**src/design/assert_macros.svh**
```systemverilog
// assertion macros shared by the scorer modules
`ifndef ASSERT_MACROS_SVH
`define ASSERT_MACROS_SVH

// same-cycle implication, disabled while reset is held
`define SBDP_ASSERT_NOW(label, clk, rst_n, ante, cons) \
    label: assert property (@(posedge clk) disable iff (!rst_n) (ante) |-> (cons)) \
        else $error("%m: assertion failed");

// next-cycle implication, disabled while reset is held
`define SBDP_ASSERT_NEXT(label, clk, rst_n, ante, cons) \
    label: assert property (@(posedge clk) disable iff (!rst_n) (ante) |=> (cons)) \
        else $error("%m: assertion failed");

`endif

```
**src/design/sbdp_fifo.sv**
```systemverilog
// small register queue with fill count, used between the pipeline parts
`include "assert_macros.svh"
module sbdp_fifo #(
    parameter int WIDTH = 8,
    parameter int DEPTH = 4
) (
    input  logic                         i_clk,
    input  logic                         i_rst_n,
    input  logic                         i_push,
    input  logic [WIDTH-1:0]             i_data,
    input  logic                         i_pop,
    output logic [WIDTH-1:0]             o_data,
    output logic [$clog2(DEPTH+1)-1:0]   o_count
);
    localparam int AW = (DEPTH > 1) ? $clog2(DEPTH) : 1;
    localparam int CW = $clog2(DEPTH + 1);

    logic [WIDTH-1:0] r_mem [DEPTH];
    logic [AW-1:0]    r_wptr;
    logic [AW-1:0]    r_rptr;
    logic [CW-1:0]    r_count;

    always_ff @(posedge i_clk) begin
        if (i_push) begin
            r_mem[r_wptr] <= i_data;
        end
    end

    always_ff @(posedge i_clk) begin
        if (!i_rst_n) begin
            r_wptr  <= '0;
            r_rptr  <= '0;
            r_count <= '0;
        end else begin
            if (i_push) begin
                r_wptr <= r_wptr + 1'b1;
            end
            if (i_pop) begin
                r_rptr <= r_rptr + 1'b1;
            end
            if (i_push && !i_pop) begin
                r_count <= r_count + 1'b1;
            end else if (!i_push && i_pop) begin
                r_count <= r_count - 1'b1;
            end
        end
    end

    assign o_data  = r_mem[r_rptr];
    assign o_count = r_count;

    `SBDP_ASSERT_NOW(a_no_overflow, i_clk, i_rst_n, i_push && !i_pop, int'(r_count) < DEPTH)
    `SBDP_ASSERT_NOW(a_no_underflow, i_clk, i_rst_n, i_pop, r_count != '0)

endmodule

```
**config.mk**
```make
export PLATFORM = sky130hd
export DESIGN_NAME = sbdp_fifo
export DESIGN_NICKNAME = d
export VERILOG_FILES = /design/src/design/sbdp_fifo.sv
export VERILOG_INCLUDE_DIRS = /design/src /design/src/design
export SDC_FILE = /design/constraint.sdc
export NUM_CORES = 1
export LEC_CHECK = 0
export BUFFER_PORTS_ARGS = -buffer_cell sky130_fd_sc_hd__buf_2
export CORE_MARGIN = 10
export CORE_UTILIZATION = 50
export CTS_BUF_LIST = sky130_fd_sc_hd__clkbuf_4 sky130_fd_sc_hd__clkbuf_8
export CTS_CLUSTER_DIAMETER = 150
export CTS_CLUSTER_SIZE = 14
export DETAILED_ROUTE_END_ITERATION = 8
export GPL_TIMING_DRIVEN = 0
export MAX_ROUTING_LAYER = met4
export PLACE_DENSITY_LB_ADDON = 0.08
export SLEW_MARGIN = 20
export SYNTH_ARGS = -nofsm -noshare
export SYNTH_HDL_FRONTEND = slang
export SYNTH_SLANG_ARGS = --single-unit
```
**constraint.sdc**
```tcl
create_clock -name i_clk -period 2.6 [get_ports i_clk]
set_clock_uncertainty 0.1 [all_clocks]
set_input_delay 0.52 -clock i_clk [delete_from_list [all_inputs] [get_ports i_clk]]
set_output_delay 0.52 -clock i_clk [all_outputs]
set_load 0.02 [all_outputs]
```
### Word-level counts from Yosys, hierarchy flattened

Memories as Yosys holds them, arrays and structs flattened. A register that Yosys moved wholly into a read port is not among the register bits.
Index checks and enable logic that the tools add are counted.

| cells by class | value |
|---|---|
| $add $sub $neg | 4 |
| mux-type cells | 6 |
| reduce and logical (&&, ||, !) cells | 5 |

Operators with widths:

| kind | number |
|---|---|
| 3-bit 2-to-1 mux | 2 |
| 2-bit by 1-bit adder with 2-bit output (second input constant) | 2 |
| 2-bit 2-to-1 mux | 2 |
| 3-bit by 1-bit adder with 3-bit output (second input constant) | 1 |
| 3-bit by 1-bit subtractor with 3-bit output (second input constant) | 1 |
| 1-bit logical AND | 2 |
| 1-bit logical NOT | 2 |
| 1-bit 2-to-1 mux | 2 |
| 2-bit nonzero test | 1 |

| word-level totals | value |
|---|---|
| register bits | 7 |
| memory bits (writable) | 32 |
| input port bits | 12 |
| output and inout bits | 11 |
| word-level logic and storage cells | 19 |
| memories | 1 |

Memories:

| memory | depth | bits a word | rd ports | clocked after memory_dff | write ports | line | RTL |
|---|---|---|---|---|---|---|---|
| r_mem | 4 | 8 | 1 | 1 | 1 | sbdp_fifo.sv:18 | `logic [WIDTH-1:0] r_mem [DEPTH];` |

### Depth between registers and ports, before layout

| logic depth | value |
|---|---|
| word-level depth | 4 |
| gate-level depth with buffers | 7 |
| mapped depth without buffers | 7 |

### Worst setup path after synthesis

Ideal clock, no wire load.

| timing path | value |
|---|---|
| kind | input-to-reg |
| start point | input port i_pop |
| end point | register r_count[2], in the netlist o_count[2] |
| library setup time | 0.070 ns |
| data arrival time | 1.691 ns |
| data required time | 2.430 ns |
| setup slack | 0.739 ns |
| cell stages on the path | 7 |
| buffers on the path | 0 |
| path through | inv_1 ha_1 inv_1 fa_1 xor2_1 or3_1 a21boi_1 |

| on the way | value |
|---|---|
| word-level cells in the longest chain between the ends | 3 |
| elaborated cells between the ends (all ways) | 5 |
| those cells by class | mux: 1; reduce/logical: 4 |

Ends and longest elaborated chain:

| element | line | RTL |
|---|---|---|
| start, declared | sbdp_fifo.sv:11 | `input logic i_pop,` |
| 1-bit logical NOT | sbdp_fifo.sv:41 | `if (i_push && !i_pop) begin` |
| 1-bit logical AND | sbdp_fifo.sv:41 |  |
| 3-bit 2-to-1 mux or 2-bit nonzero test (tied branches) | - |  |
| end signal, assigned | sbdp_fifo.sv:42 | `r_count <= r_count + 1'b1;` |
| end signal, assigned | sbdp_fifo.sv:44 | `r_count <= r_count - 1'b1;` |
| end, declared | sbdp_fifo.sv:21 | `logic [CW-1:0] r_count;` |

Several ways; a longest one is shown, not always the timed one.
A chain may end at the register's enable or synchronous reset.

==> reports/qor.yml <==
status: "finished, final reports clean"
syn2layout_area_growth_pct: 15.3
postCtsSetupBuffers: 0
layout.cells.most_common_list: "32 x edfxtp_1, 22 x buf_2, 9 x and2_1, 9 x dfxtp_1, 8 x mux4_2"
slew_violations: 0
worst_setup_path_start_kind: "flip-flop"
regArea_mm2: 0.00114
ctsHoldBuffers: 0
clockBufferDepth: 2
rsz0062_at_grt: "false"
cts_buffers: 5
globalRouteTotalUtil: 0.0976
routed_wl_um: 2510
gr-total-overflow: 0
p_switching_uw: 318
die_x_um: 76.4
die_h_um: 76.4
cts_num_sinks: 41
multi_input_comb_area_um2: 418
clkTransAtPathRegs_ps: 120
io_pins: 23
drv_cap: 0
max_freq_mhz: 467
fin_crit_ps: 2140
synthCells: 83
final_layout_size_suffix_gt1_frac: 0.345
period_share: 0.824
powerDensity_mw_per_mm2: 742
final_util: 0.601
finish.net_count: 130
start_util: 0.521
holdCritStartpoint: "i_data[0]"
rows: 20
ant_nets: 0
crit_path_max_fanout: 8
pwr-share-seq: 0.562
setup_viol: 0
syn_area_per_cell_um2: 19.2
dp_hpwl_um: 1770
synth_nets: 101
cts_tree: "yes"
grt_start_max_net_pins: 13
seq_area_frac_synth: 0.718
grt_pass1_wl_um: 4200
final_common_cell: "edfxtp_1"
tightest_slew_ps: 440
dr.pass1.iters: 3
setup_tns_ps: 0
synth_area_mm2: 0.00159
root_buffer: "clkbuf_4"
insertion_delay_ps: 340
combPwrFrac: 0.140
p_leak_uw: 0.000681
max-vdd-ir-drop_mv: 0.393
clkPwrFrac: 0.298
htreeDepth: 2
arrival_ps: 1520
vias: 759
finalWeightedCongestion: 0.661
via_per_inst: 4.83
drcViolationCount: 0
dr.first_iter.drc_count: 35
ys_warn_count: 0
required_ps: 1980
switching_share: 0.234
grt_pass1_vias: 845
critPathKind: "flip-flop to primary output"
n_antenna_cell: 0
coreArea_mm2: 0.00305
num-fill-cells: 257
hp-class: "input pin to flip-flop"
relSlewSlack: 0.707
reg2reg_from: "o_count[0]$_SDFFE_PN0P_"
cell_internal_pwr_uw: 1040
hold_viol: 0
endpoint_kind: "primary output"
cts_resized: 0
synth_cell_type_count: 17
port-buffer-count: 22
antenna_found_initial: 0
ys_ff_latch: 41
dieArea_mm2: 0.00584
wl_per_cell_um: 16.0
-- through the flow --
stage               cell area (um2)  hold slack (ps)  worst slack (ps)  total power [uW]  instances
global placement               1760              365               564               967        149
detailed placement             1760              384               503               977        149
CTS                            1830              265               422              1380        157
floorplan                      1590              428               739               910         83
global route                   1830              256               373              1430        157
finish                         1830              287               457              1360        157
-- flip-flops by register name (all words and copies together), names as in the netlist, named ones only --
| name | flops |
|---|---|
| r_mem | 32 |
| r_wptr | 2 |
| r_rptr | 2 |
| o_count | 3 |
-- cell usage after synthesis --
master | number | area, um2
ha_1 | 5 | 62.6
fa_1 | 1 | 20.0
xnor2_1 | 2 | 17.5
nand2_1 | 1 | 3.75
mux4_2 | 8 | 180
clkbuf_2 | 1 | 5.00
edfxtp_1 | 32 | 961
mux2i_1 | 2 | 20.0
a21boi_1 | 1 | 7.51
buf_6 | 1 | 11.3
o21ai_0 | 1 | 5.00
dfxtp_1 | 9 | 180
nor2b_1 | 2 | 12.5
inv_1 | 4 | 15.0
and2_1 | 9 | 56.3
xor2_1 | 3 | 26.3
or3_1 | 1 | 6.26
-- kinds of logic after synthesis --
| family | after synthesis | synth area share |
|---|---|---|
| XOR/XNOR | 5 | 0.0275 |
| flip-flops | 41 | 0.718 |
| AND/OR/NAND/NOR | 13 | 0.0496 |
| buffers and inverters | 6 | 0.0197 |
| AO/OA/AOI/OAI | 2 | 0.00787 |
| adder cells (fa/ha/maj) | 6 | 0.0519 |
| multiplexers | 10 | 0.126 |
-- routing by layer --
metal | track usage | vias to the layer above | share of wire
li1 | - | 369 | -
met4 | 0.0446 | 0 | 0.018
met1 | 0.113 | 368 | 0.45
met3 | 0.0436 | 5 | 0.050
met2 | 0.142 | 17 | 0.48
met5 | - | - | 0
-- path summary, 6_finish.rpt --
| kind | endpoint | slack (ps) | depth (start not counted) |
|---|---|---|---|
| worst max register to register | o_count[2]$_SDFFE_PN0P_ | 1050 | 4 |
| worst min register to register | o_count[2]$_SDFFE_PN0P_ | 400 | 2 |
| worst min-delay path | r_mem[3][0]$_DFFE_PP_ | 290 | 1 |
| worst max-delay path | o_data[0] | 460 | 3 |
-- cell type report --
type	instances	share of cell area
tap	44	0.0300
timing repair buffer	22	0.0600
multi-input combinational	36	0.228
clock buffer	6	0.0246
inverter	4	0.00819
sequential	41	0.622
buffer	2	0.00887
clock inverter	2	0.0184
-- worst max-delay path: stages, from the launching register on --
cell and delay, ps:
dfxtp_1 340, buf_6 170, mux4_2 510, buf_2 170
-- power groups by stage --
stage / logic, uW / registers (uW) / clock network (uW)
after floorplan: 122 / 788 / 0
after global placement: 188 / 779 / 0
after detailed placement: 196 / 781 / 0
after CTS: 196 / 766 / 418
after global routing: 210 / 771 / 448
final: 190 / 765 / 406
Power figures use the tool's default switching activity.
