$ cat config.mk
export PLATFORM = sky130hd
export DESIGN_NAME = sbdp_front
export DESIGN_NICKNAME = d
export VERILOG_FILES = /design/src/design/sbdp_pkg.sv /design/src/design/sbdp_front.sv
export VERILOG_INCLUDE_DIRS = /design/src /design/src/design
export SDC_FILE = /design/constraint.sdc
export NUM_CORES = 1
export LEC_CHECK = 0
export ABC_AREA = 1
export BUFFER_PORTS_ARGS = -buffer_cell sky130_fd_sc_hd__buf_2
export CAP_MARGIN = 20
export CORE_ASPECT_RATIO = 1.4
export CORE_UTILIZATION = 45
export DETAILED_ROUTE_END_ITERATION = 8
export PLACE_DENSITY = 0.79
export SYNTH_ARGS = -nofsm -noshare
export SYNTH_HDL_FRONTEND = slang
export SYNTH_SLANG_ARGS = --single-unit
$ cat constraint.sdc
create_clock -name i_clk -period 2.09 [get_ports i_clk]
set_input_delay 0.3135 -clock i_clk [delete_from_list [all_inputs] [get_ports i_clk]]
set_output_delay 0.3135 -clock i_clk [all_outputs]
set_load 0.01 [all_outputs]
$ cat src/design/assert_macros.svh
// assertion macros shared by the scorer modules
`ifndef ASSERT_MACROS_SVH
`define ASSERT_MACROS_SVH

// same-cycle implication, disabled while reset is held
`define SBDP_ASSERT_NOW(label, clk, rst_n, ante, cons) \
    label: assert property (@(posedge clk) disable iff (!rst_n) (ante) |-> (cons)) \
        else $error("%m: assertion failed");

// next-cycle implication, disabled while reset is held
`define SBDP_ASSERT_NEXT(label, clk, rst_n, ante, cons) \
    label: assert property (@(posedge clk) disable iff (!rst_n) (ante) |=> (cons)) \
        else $error("%m: assertion failed");

`endif

$ cat src/design/sbdp_pkg.sv
// types and constants shared by the sparse block dot product scorer
package sbdp_pkg;

    // command codes of an input word
    localparam logic [2:0] CMD_LOAD_WEIGHT = 3'd0;
    localparam logic [2:0] CMD_LOAD_BIAS   = 3'd1;
    localparam logic [2:0] CMD_LOAD_BASE   = 3'd2;
    localparam logic [2:0] CMD_BLOCK_START = 3'd3;
    localparam logic [2:0] CMD_FEATURE     = 3'd4;

    localparam int ADDR_W = 12;
    localparam int DS_W   = 6;   // widest reduced dataset index
    localparam int BLK_W  = 6;
    localparam int ROW_W  = 22;  // widest bias row base
    localparam int SUM_W  = 48;

    localparam int QUEUE_DEPTH = 4;
    localparam int QCNT_W      = $clog2(QUEUE_DEPTH + 1);
    localparam int OUT_DEPTH   = 8;
    localparam int OCNT_W      = $clog2(OUT_DEPTH + 1);

    localparam logic signed [SUM_W-1:0] SUM_MAX = 48'sh7FFF_FFFF_FFFF;
    localparam logic signed [SUM_W-1:0] SUM_MIN = 48'sh8000_0000_0000;

    typedef enum logic [2:0] {
        OP_LD_WEIGHT = 3'd0,
        OP_LD_BIAS   = 3'd1,
        OP_LD_BASE   = 3'd2,
        OP_START     = 3'd3,
        OP_FEATURE   = 3'd4
    } t_op;

    // classified word handed from the front to the back
    typedef struct packed {
        t_op                op;
        logic [ADDR_W-1:0]  addr;
        logic [ROW_W-1:0]   row;
        logic [DS_W-1:0]    ds;
        logic [BLK_W-1:0]   block;
        logic               in_range;
        logic [31:0]        value;
        logic               last;
    } t_item;

    typedef struct packed {
        logic signed [SUM_W-1:0] plain;
        logic signed [SUM_W-1:0] biased;
        logic [1:0]              ds;
    } t_result;

    function automatic logic signed [SUM_W-1:0] sat48(input logic signed [SUM_W+1:0] v);
        logic signed [SUM_W-1:0] r;
        if (!v[SUM_W+1] && (v[SUM_W:SUM_W-1] != 2'b00)) begin
            r = SUM_MAX;
        end else if (v[SUM_W+1] && (v[SUM_W:SUM_W-1] != 2'b11)) begin
            r = SUM_MIN;
        end else begin
            r = v[SUM_W-1:0];
        end
        return r;
    endfunction

endpackage

$ cat src/design/sbdp_front.sv
// front part: accepts words, drops no-ops, reduces address and dataset, feeds the queue
`include "assert_macros.svh"
module sbdp_front #(
    parameter int WEIGHT_WORDS = 4096,
    parameter int MAX_BLOCKS   = 64,
    parameter int DATASETS     = 4
) (
    input  logic                        i_clk,
    input  logic                        i_rst_n,
    input  logic                        i_push,
    output logic                        o_full,
    input  logic [2:0]                  i_command,
    input  logic [1:0]                  i_dataset,
    input  logic [5:0]                  i_block,
    input  logic [11:0]                 i_address,
    input  logic [31:0]                 i_value,
    input  logic                        i_last,
    input  logic [sbdp_pkg::QCNT_W-1:0] i_queue_count,
    output logic                        o_queue_push,
    output sbdp_pkg::t_item             o_queue_item
);
    import sbdp_pkg::*;

    logic              accept;
    logic              keep;
    t_op               op;
    logic              block_ok;
    logic              bias_ok;
    logic [DS_W-1:0]   ds_mod;
    logic [ADDR_W-1:0] addr_mod;
    logic [2:0]        inflight;

    logic  r_f1_valid;
    t_item r_f1_item;
    logic  r_f2_valid;
    t_item r_f2_item;
    t_item n_f2_item;

    // words that change nothing stop here
    assign block_ok = int'(i_block) < MAX_BLOCKS;
    assign bias_ok  = int'(i_dataset) < DATASETS;

    always_comb begin
        keep = 1'b0;
        op   = OP_FEATURE;
        unique case (i_command)
            CMD_LOAD_WEIGHT: begin
                keep = 1'b1;
                op   = OP_LD_WEIGHT;
            end
            CMD_LOAD_BIAS: begin
                keep = bias_ok;
                op   = OP_LD_BIAS;
            end
            CMD_LOAD_BASE: begin
                keep = block_ok;
                op   = OP_LD_BASE;
            end
            CMD_BLOCK_START: begin
                keep = 1'b1;
                op   = OP_START;
            end
            CMD_FEATURE: begin
                keep = 1'b1;
                op   = OP_FEATURE;
            end
            default: begin
                keep = 1'b0;
                op   = OP_FEATURE;
            end
        endcase
    end

    // dataset modulo the dataset count, at most three subtractions
    always_comb begin
        ds_mod = DS_W'(i_dataset);
        for (int k = 0; k < 3; k++) begin
            if (int'(ds_mod) >= DATASETS) begin
                ds_mod = ds_mod - DS_W'(DATASETS);
            end
        end
    end

    assign inflight = 3'(r_f1_valid) + 3'(r_f2_valid);
    assign o_full   = (int'(i_queue_count) + int'(inflight)) >= QUEUE_DEPTH;
    assign accept   = i_push && !o_full;

    always_ff @(posedge i_clk) begin
        r_f1_item.op       <= op;
        r_f1_item.addr     <= i_address;
        r_f1_item.row      <= '0;
        r_f1_item.ds       <= ds_mod;
        r_f1_item.block    <= i_block;
        r_f1_item.in_range <= block_ok;
        r_f1_item.value    <= i_value;
        r_f1_item.last     <= i_last;
    end

    // address modulo the weight space
    if (WEIGHT_WORDS < 4096) begin : g_reduce
        // reciprocal with 24 fraction bits is exact for 12-bit addresses when WEIGHT_WORDS is at least 8
        localparam int unsigned RECIP = (32'd1 << 24) / WEIGHT_WORDS + 1;
        logic [32:0] r_prod;
        logic [8:0]  quot;

        always_ff @(posedge i_clk) begin
            r_prod <= 33'(i_address) * 33'(RECIP);
        end

        assign quot     = r_prod[32:24];
        assign addr_mod = ADDR_W'(24'(r_f1_item.addr) - 24'(quot) * 24'(WEIGHT_WORDS));
    end else begin : g_pass
        assign addr_mod = r_f1_item.addr;
    end

    // second stage word: reduced address and bias row base
    always_comb begin
        n_f2_item      = r_f1_item;
        n_f2_item.addr = addr_mod;
        n_f2_item.row  = ROW_W'(r_f1_item.ds * WEIGHT_WORDS);
    end

    always_ff @(posedge i_clk) begin
        r_f2_item <= n_f2_item;
    end

    always_ff @(posedge i_clk) begin
        if (!i_rst_n) begin
            r_f1_valid <= 1'b0;
            r_f2_valid <= 1'b0;
        end else begin
            r_f1_valid <= accept && keep;
            r_f2_valid <= r_f1_valid;
        end
    end

    assign o_queue_push = r_f2_valid;
    assign o_queue_item = r_f2_item;

    `SBDP_ASSERT_NOW(a_queue_credit, i_clk, i_rst_n, 1'b1,
        (int'(i_queue_count) + int'(inflight)) <= QUEUE_DEPTH)

endmodule

# Word level (Yosys, flattened, before mapping)

Cells that the tools add are included.

Flip-flop bits (word level): 114
Bits in latches: 0
RAM bits: 0
ROM bits: 0
Logic and storage cells: 28
Memories kept: 0

Add/sub/neg operators: 2
Multipliers: 0
Divide/modulo/power cells: 0
Order comparisons: 1
Equal/unequal tests: 4
Shifts and indexed selects: 0
Mux-type cells: 2
Bitwise logic cells: 0
Reductions and logical operators: 5

Operator list:

| cell               | number |
|---|---|
| $pmux 3 s4         | 1 |
| $eq 3x2->1 const B | 2 |
| $reduce_or 5->1    | 1 |
| $add 3x2->4        | 1 |
| $ge 4x3->1 const B | 1 |
| $eq 3x1->1 const B | 1 |
| $eq 3x3->1 const B | 1 |
| $logic_not 3->1    | 1 |
| $add 1x1->2        | 1 |
| $logic_and 1x1->1  | 2 |
| $logic_not 1->1    | 1 |
| $mux 1             | 1 |

# Logic depth before layout (Yosys ltp)

Depth in word-level cells: 6
Mapped depth: 6
Depth with buffers taken out: 6

# Worst setup path after synthesis

No wires, ideal clock.

Path kind: input to output
Start point: input i_queue_count[0] (netlist name)
End point: output o_full
Data arrival time: 0.800 ns
Required time: 1.776 ns
Setup slack: 0.977 ns
Stages: 5
Path buffers: 0
Path through: ha_1 > nand2_1 > nand2_1 > nand2_1 > nand2_2

Cells in the longest elaborated chain, start to end: 2

Ends and longest elaborated chain:

| item            | RTL line         | RTL |
|---|---|---|
| start, declared | sbdp_front.sv:18 | `input logic [sbdp_pkg::QCNT_W-1:0] i_queue_count,` |
| $add 3x2->4     | sbdp_front.sv:85 | `assign o_full = (int'(i_queue_count) + int'(inflight)) >= QUEUE_DEPTH;` |
| $ge 4x3->1      | sbdp_front.sv:85 |  |
| end, declared   | sbdp_front.sv:11 | `output logic o_full,` |

No other way between the ends.

# Final worst setup path

Start point: register r_f1_valid
End point: output o_full

Cells in the longest elaborated chain, start to end: 3

Ends and longest elaborated chain:

| item                   | RTL line          | RTL |
|---|---|---|
| start, declared        | sbdp_front.sv:33  | `logic r_f1_valid;` |
| start signal, assigned | sbdp_front.sv:132 | `r_f1_valid <= accept && keep;` |
| $add 1x1->2            | sbdp_front.sv:84  | `assign inflight = 3'(r_f1_valid) + 3'(r_f2_valid);` |
| $add 3x2->4            | sbdp_front.sv:85  |  |
| $ge 4x3->1             | sbdp_front.sv:85  |  |

No other way between the ends.

==> impl_metrics.tcl <==
set metrics [dict create \
    arrival_ns 1.44 \
    dp_cells 346 \
    instances_no_fill 432 \
    vdd_ir_drop_max_mv 0.754 \
    antennaDiodeCount 0 \
    finClkSkew_ns 0.00634 \
    regToRegSetupSlack_ns 1.14 \
    ys_seq_elements 114 \
    antenna_found_initial 0 \
    drt_iter0_markers 20 \
    netlist_instances 162 \
    wire_per_inst_um 12.6 \
    outcome "complete, no violations" \
    finalHoldViolCount 0 \
    synth.most_common_cell "dfxtp_1" \
    async_flop_share 0 \
    insertion_delay_ns 0.48 \
    synth_area_mm2 0.00258 \
    power_w 0.00507 \
    first_pass_iters 4 \
    rsz0062_at_grt "false" \
    drc 0 \
    synth_compound_area_frac 0.00194 \
    synth-simple-area-share 0.0165 \
    synth_edf_count 0 \
    path_clk_slew_ns 0.05 \
    clk_path_buf_depth 2 \
    synth_top_cell_area_share 0.885 \
    hold_class "input port to register" \
    num_vias 1678 \
    cts_tree "built" \
    yosys_warnings 0 \
    clkSinkCount 114 \
    yosysSeqAreaShare 0.885 \
    worstPathRequired_ns 1.78 \
    crit_fanout 2 \
    initial_utilization 0.467 \
    finalCritPeriodShare 0.839 \
    drv_cap 0 \
    synth_fa_ha_area_frac 0.00485 \
    endpoint_kind "primary output" \
    wirelength_um 5450 \
    avgSynthCellArea_um2 15.9 \
    leakage_nw 2.07 \
    grt-ovfl-total 0 \
    cts_made_buffers 17 \
    synthXorXnorAreaFrac 0 \
    die_x_um 66.0 \
    ys.flop_type "dfxtp_1" \
    place.gp.congestion 0.627 \
    power_density_mw_per_mm2 1200 \
    io_pins 147 \
    nets 414 \
    yosysUniqueCellTypes 11 \
    fmax_mhz 570 \
    synth_top_family_by_area "buffers and inverters" \
    first_global_vias 1788 \
    rows 32 \
    start_kind "register" \
    synthMuxAreaShare 0 \
    detail-route-antenna-nets 0 \
    htreeDepth 4 \
    period_needed_ns 1.75 \
    critPathKind "register to primary output" \
    die_area_mm2 0.00604 \
    setup_viol 0 \
    area_growth_pct 63.6 \
    ys_top_cells_by_area "dfxtp_1 89%, buf_4 7.9%, inv_1 0.87%" \
    avgViaCountPerCell 3.88 \
    ys_top_cells_by_count "114 x dfxtp_1, 27 x buf_4, 6 x inv_1, 6 x nand2_1" \
    grt_max_degree 17 \
    fin_tns_setup_ns 0 \
    core_mm2 0.00553 \
    cts_root_buf "clkbuf_8" \
    gr-usage-all-layers 0.202 \
    die_y_um 91.6 \
    drive_gt1_frac 0.415 \
    synth_top_area_cell "dfxtp_1" \
    drv_slew 0 \
    grt_pass1_wl_um 8310 \
    numPortBuffers 121 \
]
## what timing repair did
action / 4_1_cts / 5_1_grt
buffers inserted: 0 / 0
hold buffers: 54 / 0
endpoints found under the hold margin: 56 / 0
resized for setup: 0 / 0
## metrics by stage
| step | util | setup slack (ns) | cell area [um^2] | hold slack [ns] |
|---|---|---|---|---|
| floorplan | - | 0.977 | 2670 | 0.310 |
| global placement | 0.570 | 0.743 | 3150 | 0.309 |
| detailed placement | 0.570 | 0.729 | 3150 | 0.312 |
| CTS | 0.764 | 0.325 | 4220 | 0.0187 |
| global route | 0.764 | 0.209 | 4220 | 0.0164 |
| finish | 0.764 | 0.337 | 4220 | 0.0433 |
## final timing paths
check / start / endpoint / cells after the start
worst max-delay path: r_f1_valid$_SDFF_PN0_ / o_full / 6
worst min register to register: n_f2_item[16]$_DFF_P_ / o_queue_item[16]$_DFF_P_ / 0
worst min-delay path: i_rst_n / o_queue_push$_SDFF_PN0_ / 3
worst max register to register: r_f1_valid$_SDFF_PN0_ / r_f1_valid$_SDFF_PN0_ / 6
## worst max-delay path, stage by stage, from the launching register on
cell and delay, ns:
dfxtp_1 0.31, ha_1 0.27, nand2_1 0.07, nand2_1 0.05
nand2_1 0.06, nand2_2 0.06, buf_2 0.13
## per-layer routing
| metal | vias up | GRT usage | wire length (um) |
|---|---|---|---|
| met3 | 8 | 0.111 | 395 |
| met4 | 0 | 0.0869 | 88 |
| met5 | - | 0 | 0 |
| li1 | 821 | - | - |
| met1 | 748 | 0.174 | 1830 |
| met2 | 101 | 0.366 | 3140 |
## power breakdown
group / leakage, nW / switching, W / internal (W) / total [W]
logic: 0.852 / 0.000115 / 0.000148 / 0.000263
registers: 0.961 / 0.0000308 / 0.00229 / 0.00232
clock network: 0.255 / 0.000888 / 0.00159 / 0.00248
## state kept, by name, summed over array words and instances (netlist names)
signal / flops
r_f1_valid: 1
o_queue_push: 1
addr_mod: 12
n_f2_item: 44
o_queue_item: 56
## kinds of logic after synthesis
| kind of cell | count (synthesis) |
|---|---|
| flip-flops | 114 |
| buffers and inverters | 34 |
| AND/OR/NAND/NOR | 10 |
| other | 2 |
| AO/OA/AOI/OAI | 1 |
| adder cells (fa/ha/maj) | 1 |
## area by class of cell
type / instances / area, um^2
inverter: 6 / 22.5
clock inverter: 10 / 86.3
multi-input combinational: 37 / 154
tap: 68 / 85.1
timing repair buffer: 175 / 1150
clock buffer: 22 / 443
fill: 351 / 1310
sequential: 114 / 2280
## placed cells by master (no fill, tap or decap), drive strengths merged
master / n
bufinv: 1
nand2: 7
clkinvlp: 3
clkinv: 6
conb: 25
dlygate4sd3: 54
nor2: 3
o21ai: 1
clkbuf: 22
dfxtp: 114
ha: 1
inv: 6
buf: 121
(Power assumes the default switching activity.)
